**src/mits_ram.sv**
```systemverilog
// Generic single-write, single-read synchronous RAM with registered read.
module mits_ram #(
	parameter int WIDTH = 8,
	parameter int DEPTH = 64
) (
	input  logic                     clk,
	input  logic                     we,
	input  logic [$clog2(DEPTH)-1:0] waddr,
	input  logic [WIDTH-1:0]         wdata,
	input  logic [$clog2(DEPTH)-1:0] raddr,
	output logic [WIDTH-1:0]         rdata
);
	logic [WIDTH-1:0] mem [DEPTH];

	always_ff @(posedge clk) begin
		if (we) begin
			mem[waddr] <= wdata;
		end
		rdata <= mem[raddr];
	end
endmodule

```
**config.mk**
```make
export PLATFORM = sky130hd
export DESIGN_NAME = mits_ram
export DESIGN_NICKNAME = d
export VERILOG_FILES = /design/src/mits_ram.sv
export SDC_FILE = /design/constraint.sdc
export NUM_CORES = 1
export LEC_CHECK = 0
export BUFFER_PORTS_ARGS = -buffer_cell sky130_fd_sc_hd__buf_4
export CAP_MARGIN = 10
export CORE_AREA = 2 2 216 175
export CTS_CLUSTER_DIAMETER = 120
export DETAILED_ROUTE_END_ITERATION = 16
export DIE_AREA = 0 0 218 177
export PLACE_DENSITY_LB_ADDON = 0.2
export SYNTH_ARGS = -nofsm -noshare
export SYNTH_HDL_FRONTEND = slang
export SYNTH_SLANG_ARGS = --single-unit
```
**constraint.sdc**
```tcl
create_clock -name clk -period 1.65 [get_ports clk]
set_input_delay 0.0825 -clock clk [delete_from_list [all_inputs] [get_ports clk]]
set_output_delay 0.0825 -clock clk [all_outputs]
set_load 0.05 [all_outputs]
```
==> summary.txt, run 1 <==
STA
  – Max Freq: about 540 MHz
  – Post-layout minimum cycle time: around 1900 ps
  – Crit share post-route: 1.131
  – Final hold violations: 0
  – Clock skew: 24.54 ps
  – Worst hold slack: 50.56 ps
  – # setup viols final: 8
  – Worst slew pin tran: roughly 710 ps
  – Relative slew margins: 0.5269
  – Slew Viols, Final: 0
  – RSZ-0062 raised after global routing: yes
  – Sum of negative setup slack: -891.8 ps
  – PnR worst setup slack: -216.0 ps

Min path
  – Worst hold path class: in2reg
  – Hold Path Depth: 2
  – Hold_sp: wdata[6]
  – Hold endpoint: mem[44][6]

Critical path
  – Crit path kind: reg2reg
  – Slowest Stage Delay on Critical Path: roughly 550 ps
  – Slowest cell on the critical path: mux4_2
  – Worst Path Arrival: 2340 ps
  – R2r setup slk: -220 ps
  – Worst R2R End: rdata[0]
  – Top cell by count, worst path: mux4_2
  – Crit path buf inv count: 0
  – R2R depth: 5
  – CP Launch Type: flip-flop
  – Family with the most delay on the worst path: multiplexers
  – Worst path required time: around 2100 ps
  – CP endpoint kind: flip-flop
  – Cell Chain, Critical Path: mux4_2 -> mux4_2 -> nor2_2 -> nor3_2 -> o2bb2ai_1
  – Critical Path Fanout Max: 1
  – RR Startpoint: mem[15][0]

Drt
  – Vias per cell: ~6.1
  – First-iteration detailed-routing DRC count: around 1100
  – DRC violations left: 0
  – Router iterations before antenna repair: 5
  – Post-DR wirelength/cell: approximately 27 microns
  – Final wirelength: 45050 microns
  – Final ANT Viol Nets: 0
  – Vias: approximately 10000

Yosys
  – Top cells by count, synth: edfxtp_1 (512), mux4_2 (126), nor2_1 (83)
  – Mux cell area share after synthesis: 0.1594
  – Leading area contributor after synthesis: edfxtp_1
  – Largest family of logic cells by synthesized area: multiplexers
  – Synth top area cells: edfxtp_1 (76%), mux4_2 (14%), nor2_1 (1.5%), mux2i_1 (1.1%), dfxtp_1 (0.79%)
  – Post-synthesis compound-gate area fraction: 0.02072
  – Most frequent cell after synthesis: edfxtp_1
  – Post-synth top area share: 0.7624
  – Area share of fa/ha/maj cells after synthesis: 0
  – Post-synthesis simple-gate area fraction: 0.03388
  – Main synth FF type: edfxtp_1
  – Post-Syn Instances: 940
  – Yosys warns: 0
  – Xor and xnor area share after synthesis: 0
  – Mapped cell area: roughly 0.02 sq mm
  – Register area share after synthesis: 0.7703
  – Post-synthesis cell type count: 40
  – Post-synth net total: slightly below 1000
  – Ys async rst share: 0
  – Yosys reg bits: 520
  – Post-Syn Area per Cell: 21.45 sq um
  – Post-synth EDFFs: between 500 and 600

Cells and area
  – Diodes inserted: 0
  – Nets: 1148
  – Fin area: between 0.02 and 0.025 sq mm
  – Layout cell share with drive strength beyond 1: 0.3523
  – Finished Layout Cells: roughly 1600
  – Area Overhead vs Synth: 17.33%

Global routing
  – Largest net degree at the start of global routing: 65
  – Initial antenna violation count: 0
  – GR Util met2: 0.3648
  – Vias in the first global route: between 10000 and 15000
  – Met3 usage: 0.04931
  – Total Routing Usage GR: 0.2423
  – Met1 Use GR: 0.3695
  – Gr busiest metal: met1
  – First-pass GRT wire length: roughly 67000 microns
  – Grt ovf: 0

Placed design
  – Hpwl dp: 28830 microns
  – Buffers on Ports: 29
  – DP Cell Count: between 1500 and 2000
  – Routability Congestion: 0.8081
  – Post-DP Area: about 0.022 sq mm

Floorplanning
  – Die area: about 0.039 sq mm
  – Initial Util: 0.5514
  – Placement row count: between 60 and 70
  – Total core area: 0.03658 sq mm
  – Number of I/O pins: 30
  – Chip width: about 220 microns
  – Die H: approximately 180 microns

Run
  – Max_cap viols: 0

Pwr
  – IR drop worst, VDD: ~0.9 mV
  – P_leak: roughly 7.7 nW
  – Tot Pwr: between 20 and 30 mW
  – Power Density: approximately 1100 mW/mm^2

Clocking
  – CTS Buf Count: 49
  – Clock Tree Buf Depth: 3
  – Clock-pin slew on the worst setup and hold paths: about 60 ps
  – H-tree levels: 2
  – Root Driver: clkbuf_16
  – Clk Latency, worst-skew pair: 580 ps
  – Clock Sinks: between 500 and 600
  – CTS tree: built

Outcome
  – Status: finished with violations
  – Failing checks: setup timing
## sequential cells by signal (all words and copies together), names as in the netlist
name and count:
mem 512, rdata 8
## layout by cell type (no fill, tap or decap), drive strengths merged, types with 8 or more instances in the layout
cell,count
mux2,13
nand2,19
clkbuf,68
mux2i,23
o221ai,8
nor2b,14
nand3,13
nor2,83
mux4,126
buf,184
edfxtp,512
o22ai,8
clkinv,13
dfxtp,8
## report_power, final
| part | total (mW) | switching (mW) | leakage, nW | internal, mW |
|---|---|---|---|---|
| clock | 10.9 | 4.69 | 0.747 | 6.17 |
| combinational | 1.65 | 0.970 | 2.30 | 0.682 |
| sequential | 14.7 | 0.0503 | 4.67 | 14.6 |
## cell families after synthesis
kind of cell,Yosys count
flops,520
compound gates,54
mux,162
simple gates,153
buf+inv,51
## layout make-up
cell class                 count  area, sq um
tap                          487        609.3
clock inverter                19        193.9
timing repair buffer         186         1555
multi-input combinational    369         4424
fill                        2457        12910
clock buffer                  67         1344
sequential                   520        15530
## metal layers
| layer | routed length, microns | vias up |
|---|---|---|
| met1 | 19930 | 5371 |
| met5 | 0 | - |
| met3 | 3369 | 62 |
| met4 | 897 | 0 |
| met2 | 20850 | 355 |
| li1 | - | 4302 |
## worst max path at each step
stage | slack (ps) | to | cells after the start | start
floorplan | -0.4 | rdata[6] | 5 | mem[29][6]
global placement | -580 | rdata[5] | 8 | raddr[0]
finish | -220 | rdata[0] | 5 | mem[15][0]
CTS | -220 | rdata[0] | 5 | mem[15][0]
detailed placement | -520 | rdata[5] | 8 | raddr[0]
global route | -220 | rdata[0] | 5 | mem[15][0]
## metrics by stage
stage                     setup slack (ps)  utilization
after global routing                -218.5       0.6469
after detailed placement            -523.9       0.6023
after floorplan                    -0.4334            -
after global placement              -579.0       0.6023
final                               -216.0       0.6469
after CTS                           -223.1       0.6464
## timing repair
item / in CTS / in global routing
gates cloned: 0 / 0
setup endpoints to repair: 8 / 8
hold endpoints to repair: 7 / 0
setup buffers: 0 / 0
hold buffers: 1 / 0
resized for setup: 18 / 4
pin swaps: 3 / 3
No activity file was read; power rests on OpenSTA's default activity.
==> run 2: changes to the inputs <==
--- a/config.mk
+++ b/config.mk
@@ -7,10 +7,10 @@
 export LEC_CHECK = 0
 export BUFFER_PORTS_ARGS = -buffer_cell sky130_fd_sc_hd__buf_4
 export CAP_MARGIN = 10
-export CORE_AREA = 2 2 216 175
+export CORE_AREA = 2 2 240 195
 export CTS_CLUSTER_DIAMETER = 120
 export DETAILED_ROUTE_END_ITERATION = 16
-export DIE_AREA = 0 0 218 177
+export DIE_AREA = 0 0 242 197
 export PLACE_DENSITY_LB_ADDON = 0.2
 export SYNTH_ARGS = -nofsm -noshare
 export SYNTH_HDL_FRONTEND = slang
==> run 2 against run 1 <==
Effect of this change:
- the run still ends with setup timing left
- cell count increased by 8.2%
- final area rose by 1.4%
- sequential share of layout area decreased by 0.94 points
- count of clock-buffer cells in the layout shrank 7
==> summary.txt, run 2 (same netlist as run 1, synthesis figures left out) <==
Floorplanning
  – Number of I/O pins: 30 (unchanged)
  – Total core area: 0.04519 sq mm (+24%)
  – Chip width: 242 microns (+11%)
  – Die area: 0.04767 sq mm (+24%)
  – Placement row count: 70 (+11%)
  – Initial Util: 0.4462 (-0.1051)
  – Die H: 197 microns (+11%)

Drt
  – Router iterations before antenna repair: 5 (unchanged)
  – Post-DR wirelength/cell: 26.05 microns (-4.7%)
  – Final ANT Viol Nets: 0 (unchanged)
  – DRC violations left: 0 (unchanged)
  – Metal2 WL: 21110 microns (+1.2%)
  – Vias per cell: 5.654 (-7.7%)
  – Vias: 10081 (-0.089%)
  – Highest metal used: met4
  – First-iteration detailed-routing DRC count: 1094 (+2.0%)
  – Met3 wire length: 2917 microns (-13%)
  – Final wirelength: 46450 microns (+3.1%)
  – Met1 wire length: 21710 microns (+8.9%)

Pwr
  – IR drop worst, VDD: 0.8911 mV (-3.8%)
  – Power Density: 1166 mW/mm^2 (+1.5%)
  – P_leak: 7.813 nW (+1.2%)
  – Tot Pwr: 27.99 mW (+3.0%)

Critical path
  – Slowest cell on the critical path: mux4_2
  – Family with the most delay on the worst path: multiplexers
  – Worst path required time: 2100 ps (-20 ps)
  – Critical Path Fanout Max: 1 (unchanged)
  – CP endpoint kind: flip-flop
  – Crit path buf inv count: 0 (unchanged)
  – Cell Chain, Critical Path: mux4_2 -> mux4_2 -> nor2_4 -> nor3_2 -> o2bb2ai_2
  – Crit path kind: reg2reg
  – Slowest Stage Delay on Critical Path: 520 ps (-30 ps)
  – Worst Path Arrival: 2260 ps (-80 ps)
  – CP Launch Type: flip-flop
  – Top cell by count, worst path: mux4_2

Cells and area
  – Diodes inserted: 0 (unchanged)
  – Fin area: 0.02400 sq mm (+1.4%)
  – Top flop regs: mem: 512 flops, rdata: 8 flops
  – Layout cell share with drive strength beyond 1: 0.3595 (+0.007239)
  – Most common cell after layout, fill and taps aside: edfxtp_1
  – Top reg by flops: mem
  – Final core occ: 0.5311 (-0.1158)
  – Finished Layout Cells: 1783 (+8.2%)
  – Area Overhead vs Synth: 19.03%
  – Most frequent cells in the layout: edfxtp_1 (512), buf_4 (179), mux4_2 (126)
  – Nets: 1154 (+0.52%)
  – Max reg flops: 512 (unchanged)

STA
  – Relative slew margins: 0.5097 (-0.01723)
  – Clock skew: 18.60 ps (-5.938 ps)
  – RSZ-0062 raised after global routing: yes
  – Sum of negative setup slack: -806.2 ps (+85.59 ps)
  – Post-layout minimum cycle time: 1803 ps (-62.53 ps)
  – Max Freq: 554.5 MHz (+3.5%)
  – Slew Viols, Final: 0 (unchanged)
  – Final hold violations: 0 (unchanged)
  – Crit share post-route: 1.093 (-0.03790)
  – # setup viols final: 8 (unchanged)
  – PnR worst setup slack: -153.5 ps (+62.53 ps)
  – Worst slew pin tran: 735.5 ps (+25.84 ps)

Outcome
  – Status: finished with violations
  – Failing checks: setup timing

Global routing
  – Largest net degree at the start of global routing: 65 (unchanged)
  – Initial antenna violation count: 0 (unchanged)
  – Total Routing Usage GR: 0.1990 (-0.04326)
  – Grt ovf: 0 (unchanged)
  – Vias in the first global route: 10076 (-1.1%)
  – First-pass GRT wire length: 68810 microns (+2.8%)

Clocking
  – CTS Buf Count: 50 (+2.0%)
  – H-tree levels: 2 (unchanged)
  – Root Driver: clkbuf_16
  – CTS tree: built
  – Clock Tree Buf Depth: 3 (unchanged)
  – Clk Latency, worst-skew pair: 570 ps (about the same)
  – Post-CTS setup buffer count: 0 (unchanged)
  – Clock Sinks: 520 (unchanged)
  – Clock-pin slew on the worst setup and hold paths: 70 ps (about the same)

Run
  – Max_cap viols: 0 (unchanged)

Placed design
  – Buffers on Ports: 29 (unchanged)
  – Post-DP Area: 0.02218 sq mm (+0.68%)
  – DP Cell Count: 1690 (+8.3%)
  – Hpwl dp: 30290 microns (+5.0%)
  – Routability Congestion: 0.7979 (-1.3%)

Min path
  – Worst hold path class: in2reg
run 2: final timing paths:
| check | cells after the start | slack [ps] | to | start |
|---|---|---|---|---|
| max | 5 | -150 | rdata[0] | mem[15][0] |
| min | 1 | 70 | mem[39][7] | wdata[7] |
| max reg2reg | 5 | -150 | rdata[0] | mem[15][0] |
| min reg2reg | 3 | 860 | rdata[6] | mem[30][6] |
run 2: metal layers:
metal / up-vias / GRT usage
met3: 58 / 0.03391
met2: 289 / 0.3000
li1: 4320 / -
met5: - / 0
met1: 5414 / 0.3093
met4: 0 / 0.03772
run 2: power by group:
group          internal, mW  leakage, nW  switching, mW
combinational         0.693         2.32          0.993
sequential             14.6         4.67         0.0454
clock                  6.91        0.822           4.73
run 2: final cells by class:
cell class / count / area [sq um]
fill: 3558 / 21190
sequential: 520 / 15530
multi-input combinational: 369 / 4473
timing repair buffer: 191 / 1558
clock buffer: 60 / 1353
tap: 612 / 765.7
clock inverter: 31 / 320.3
run 2: repair_timing:
action,in CTS,in global routing
pin swaps,4,3
hold buffers,2,0
gates resized for setup,23,5
hold endpoints to repair,31,0
cloned,0,0
endpoints found under the setup margin,8,8
run 2: metrics by stage:
| step | hold slack, ps | worst slack [ps] |
|---|---|---|
| after floorplan | 181.4 | -0.4334 |
| after global placement | 487.5 | -782.4 |
| after detailed placement | 483.7 | -816.8 |
| after CTS | 59.55 | -176.3 |
| after global routing | 99.81 | -177.4 |
| final | 74.77 | -153.5 |
==> run 3: changes to the inputs <==
--- a/config.mk
+++ b/config.mk
@@ -7,10 +7,10 @@
 export LEC_CHECK = 0
 export BUFFER_PORTS_ARGS = -buffer_cell sky130_fd_sc_hd__buf_4
 export CAP_MARGIN = 10
-export CORE_AREA = 2 2 240 195
+export CORE_AREA = 2 2 218 177
 export CTS_CLUSTER_DIAMETER = 120
 export DETAILED_ROUTE_END_ITERATION = 16
-export DIE_AREA = 0 0 242 197
+export DIE_AREA = 0 0 220 179
 export PLACE_DENSITY_LB_ADDON = 0.2
 export SYNTH_ARGS = -nofsm -noshare
 export SYNTH_HDL_FRONTEND = slang
==> run 3 against run 2 <==
Effect of this change:
- the run still ends with setup timing left
- non-clock buffer count shrank 33
- clock power shrank 3%
- combinational power shrank 4%
- cell count shrank 8.2%
- final area shrank 1.5%
- routed wire length shrank 2.7%
- worst setup slack lost 23 ps
- count of clock-buffer cells in the layout grew 18
- global-route usage grew 4.3 points
- critical path type unchanged
==> summary.txt, run 3 (same netlist as run 1, synthesis figures left out) <==
Cells and area
  – Top flop regs: mem: 512 flops, rdata: 8 flops
  – Area Overhead vs Synth: 17.19%
  – Max reg flops: 512 (unchanged)
  – Layout cell share with drive strength beyond 1: 0.3351 (-0.02443)
  – Most common cell after layout, fill and taps aside: edfxtp_1
  – Fin area: 0.02363 sq mm (-1.5%)
  – Most frequent cells in the layout: edfxtp_1 (512), buf_4 (140), mux4_2 (126)
  – Top reg by flops: mem
  – Nets: 1121 (-2.9%)
  – Finished Layout Cells: 1637 (-8.2%)
  – Final core occ: 0.6306 (+0.09946)

Global routing
  – First-pass GRT wire length: 66930 microns (-2.7%)
  – Total Routing Usage GR: 0.2419 (+0.04289)
  – Grt ovf: 0 (unchanged)
  – Vias in the first global route: 9929 (-1.5%)
  – Largest net degree at the start of global routing: 65 (unchanged)
  – Initial antenna violation count: 0 (unchanged)

Clocking
  – Clk Latency, worst-skew pair: 570 ps (about the same)
  – Clock Tree Buf Depth: 3 (unchanged)
  – H-tree levels: 2 (unchanged)
  – Clock Sinks: 520 (unchanged)
  – CTS tree: built
  – Clock-pin slew on the worst setup and hold paths: 60 ps (about the same)
  – Root Driver: clkbuf_16
  – Post-CTS setup buffer count: 0 (unchanged)
  – CTS Buf Count: 50 (unchanged)

Outcome
  – Status: finished with violations
  – Failing checks: setup timing

Run
  – Max_cap viols: 0 (unchanged)

Critical path
  – CP Launch Type: flip-flop
  – CP endpoint kind: flip-flop
  – Crit path kind: reg2reg
  – RR Startpoint: mem[21][4]
  – Worst R2R End: rdata[4]
  – R2R depth: 5 (unchanged)
  – Worst path required time: 2090 ps (about the same)
  – Critical Path Fanout Max: 1 (unchanged)
  – CP startpoint: mem[21][4]
  – R2r setup slk: -180 ps (-20 ps)
  – Worst Path Arrival: 2260 ps (about the same)
  – Critical Path Sink: rdata[4]

Floorplanning
  – Placement row count: 64 (-8.6%)
  – Die area: 0.03938 sq mm (-17%)
  – Total core area: 0.03748 sq mm (-17%)
  – Initial Util: 0.5381 (+0.09189)
  – Number of I/O pins: 30 (unchanged)
  – Chip width: 220 microns (-9.1%)
  – Die H: 179 microns (-9.1%)

STA
  – PnR worst setup slack: -176.6 ps (-23.10 ps)
  – Clock skew: 12.83 ps (-5.772 ps)
  – Slew Viols, Final: 0 (unchanged)
  – Worst hold slack: 66.60 ps (-8.166 ps)
  – Relative slew margins: 0.5216 (+0.01192)
  – Crit share post-route: 1.107 (+0.01400)
  – Final hold violations: 0 (unchanged)
  – Worst slew pin tran: 717.6 ps (-17.88 ps)
  – Sum of negative setup slack: -1065 ps (-258.4 ps)
  – # setup viols final: 8 (unchanged)
  – Max Freq: 547.5 MHz (-1.3%)
  – RSZ-0062 raised after global routing: yes
  – Post-layout minimum cycle time: 1827 ps (+23.10 ps)

Min path
  – Worst hold path class: in2reg

Drt
  – Router iterations before antenna repair: 5 (unchanged)
  – First-iteration detailed-routing DRC count: 1189 (+8.7%)
  – Vias: 10036 (-0.45%)
  – Final ANT Viol Nets: 0 (unchanged)
  – Final wirelength: 45220 microns (-2.7%)
  – Post-DR wirelength/cell: 27.62 microns (+6.0%)
  – DRC violations left: 0 (unchanged)
  – Vias per cell: 6.131 (+8.4%)

Placed design
  – Post-DP Area: 0.02182 sq mm (-1.6%)
  – Hpwl dp: 28440 microns (-6.1%)
  – Pre-CTS WS: -934.0 ps (-117.2 ps)
  – Buffers on Ports: 29 (unchanged)
  – DP Cell Count: 1538 (-9.0%)
  – Routability Congestion: 0.8252 (+3.4%)

Pwr
  – Power Density: 1164 mW/mm^2 (-0.20%)
  – Tot Pwr: 27.50 mW (-1.7%)
  – P_leak: 7.655 nW (-2.0%)
  – IR drop worst, VDD: 1.043 mV (+17%)
==> run 3: worst max-delay path: stages (launching register included) <==
cell and delay [ps]:
edfxtp_1 390, mux4_2 490, mux2_4 290, o221a_4 290, nor3_4 150, o32ai_1 100
==> run 3: worst min-delay path by stage <==
stage / slack [ps] / depth (start not counted) / endpoint / from
2_1_floorplan: 180 / 0 / mem[0][0] / wdata[0]
3_3_place_gp: 490 / 2 / rdata[5] / raddr[5]
3_5_place_dp: 490 / 2 / rdata[5] / raddr[5]
4_1_cts: 40 / 3 / rdata[7] / raddr[3]
5_1_grt: 70 / 3 / rdata[7] / raddr[3]
6_report: 70 / 3 / rdata[7] / raddr[3]
==> run 3: final cells by class <==
class                      instances  area [sq um]
timing repair buffer             158          1365
multi-input combinational        369          4486
fill                            2570         13840
clock inverter                    15         122.6
antenna                            2         5.005
sequential                       520         15530
tap                              495         619.3
clock buffer                      78          1500
==> run 3: what timing repair did <==
action / CTS / global route
setup endpoints to repair: 8 / 14
hold buffers: 4 / 0
endpoints found under the hold margin: 10 / 0
pin swaps: 4 / 2
resized for setup: 23 / 7
==> run 3: report_power, final <==
group	leakage (nW)	switching [mW]	internal, mW
combinational	2.19	0.959	0.665
clock	0.790	4.64	6.55
sequential	4.67	0.0624	14.6
total	7.66	5.67	21.8
==> run 3: layer usage <==
| metal | global-route usage | wire [microns] | vias up |
|---|---|---|---|
| met2 | 0.3483 | 20150 | 383 |
| met3 | 0.05785 | 3855 | 51 |
| met5 | 0 | 0 | - |
| met1 | 0.3789 | 20380 | 5343 |
| met4 | 0.05621 | 831 | 0 |
| li1 | - | - | 4259 |
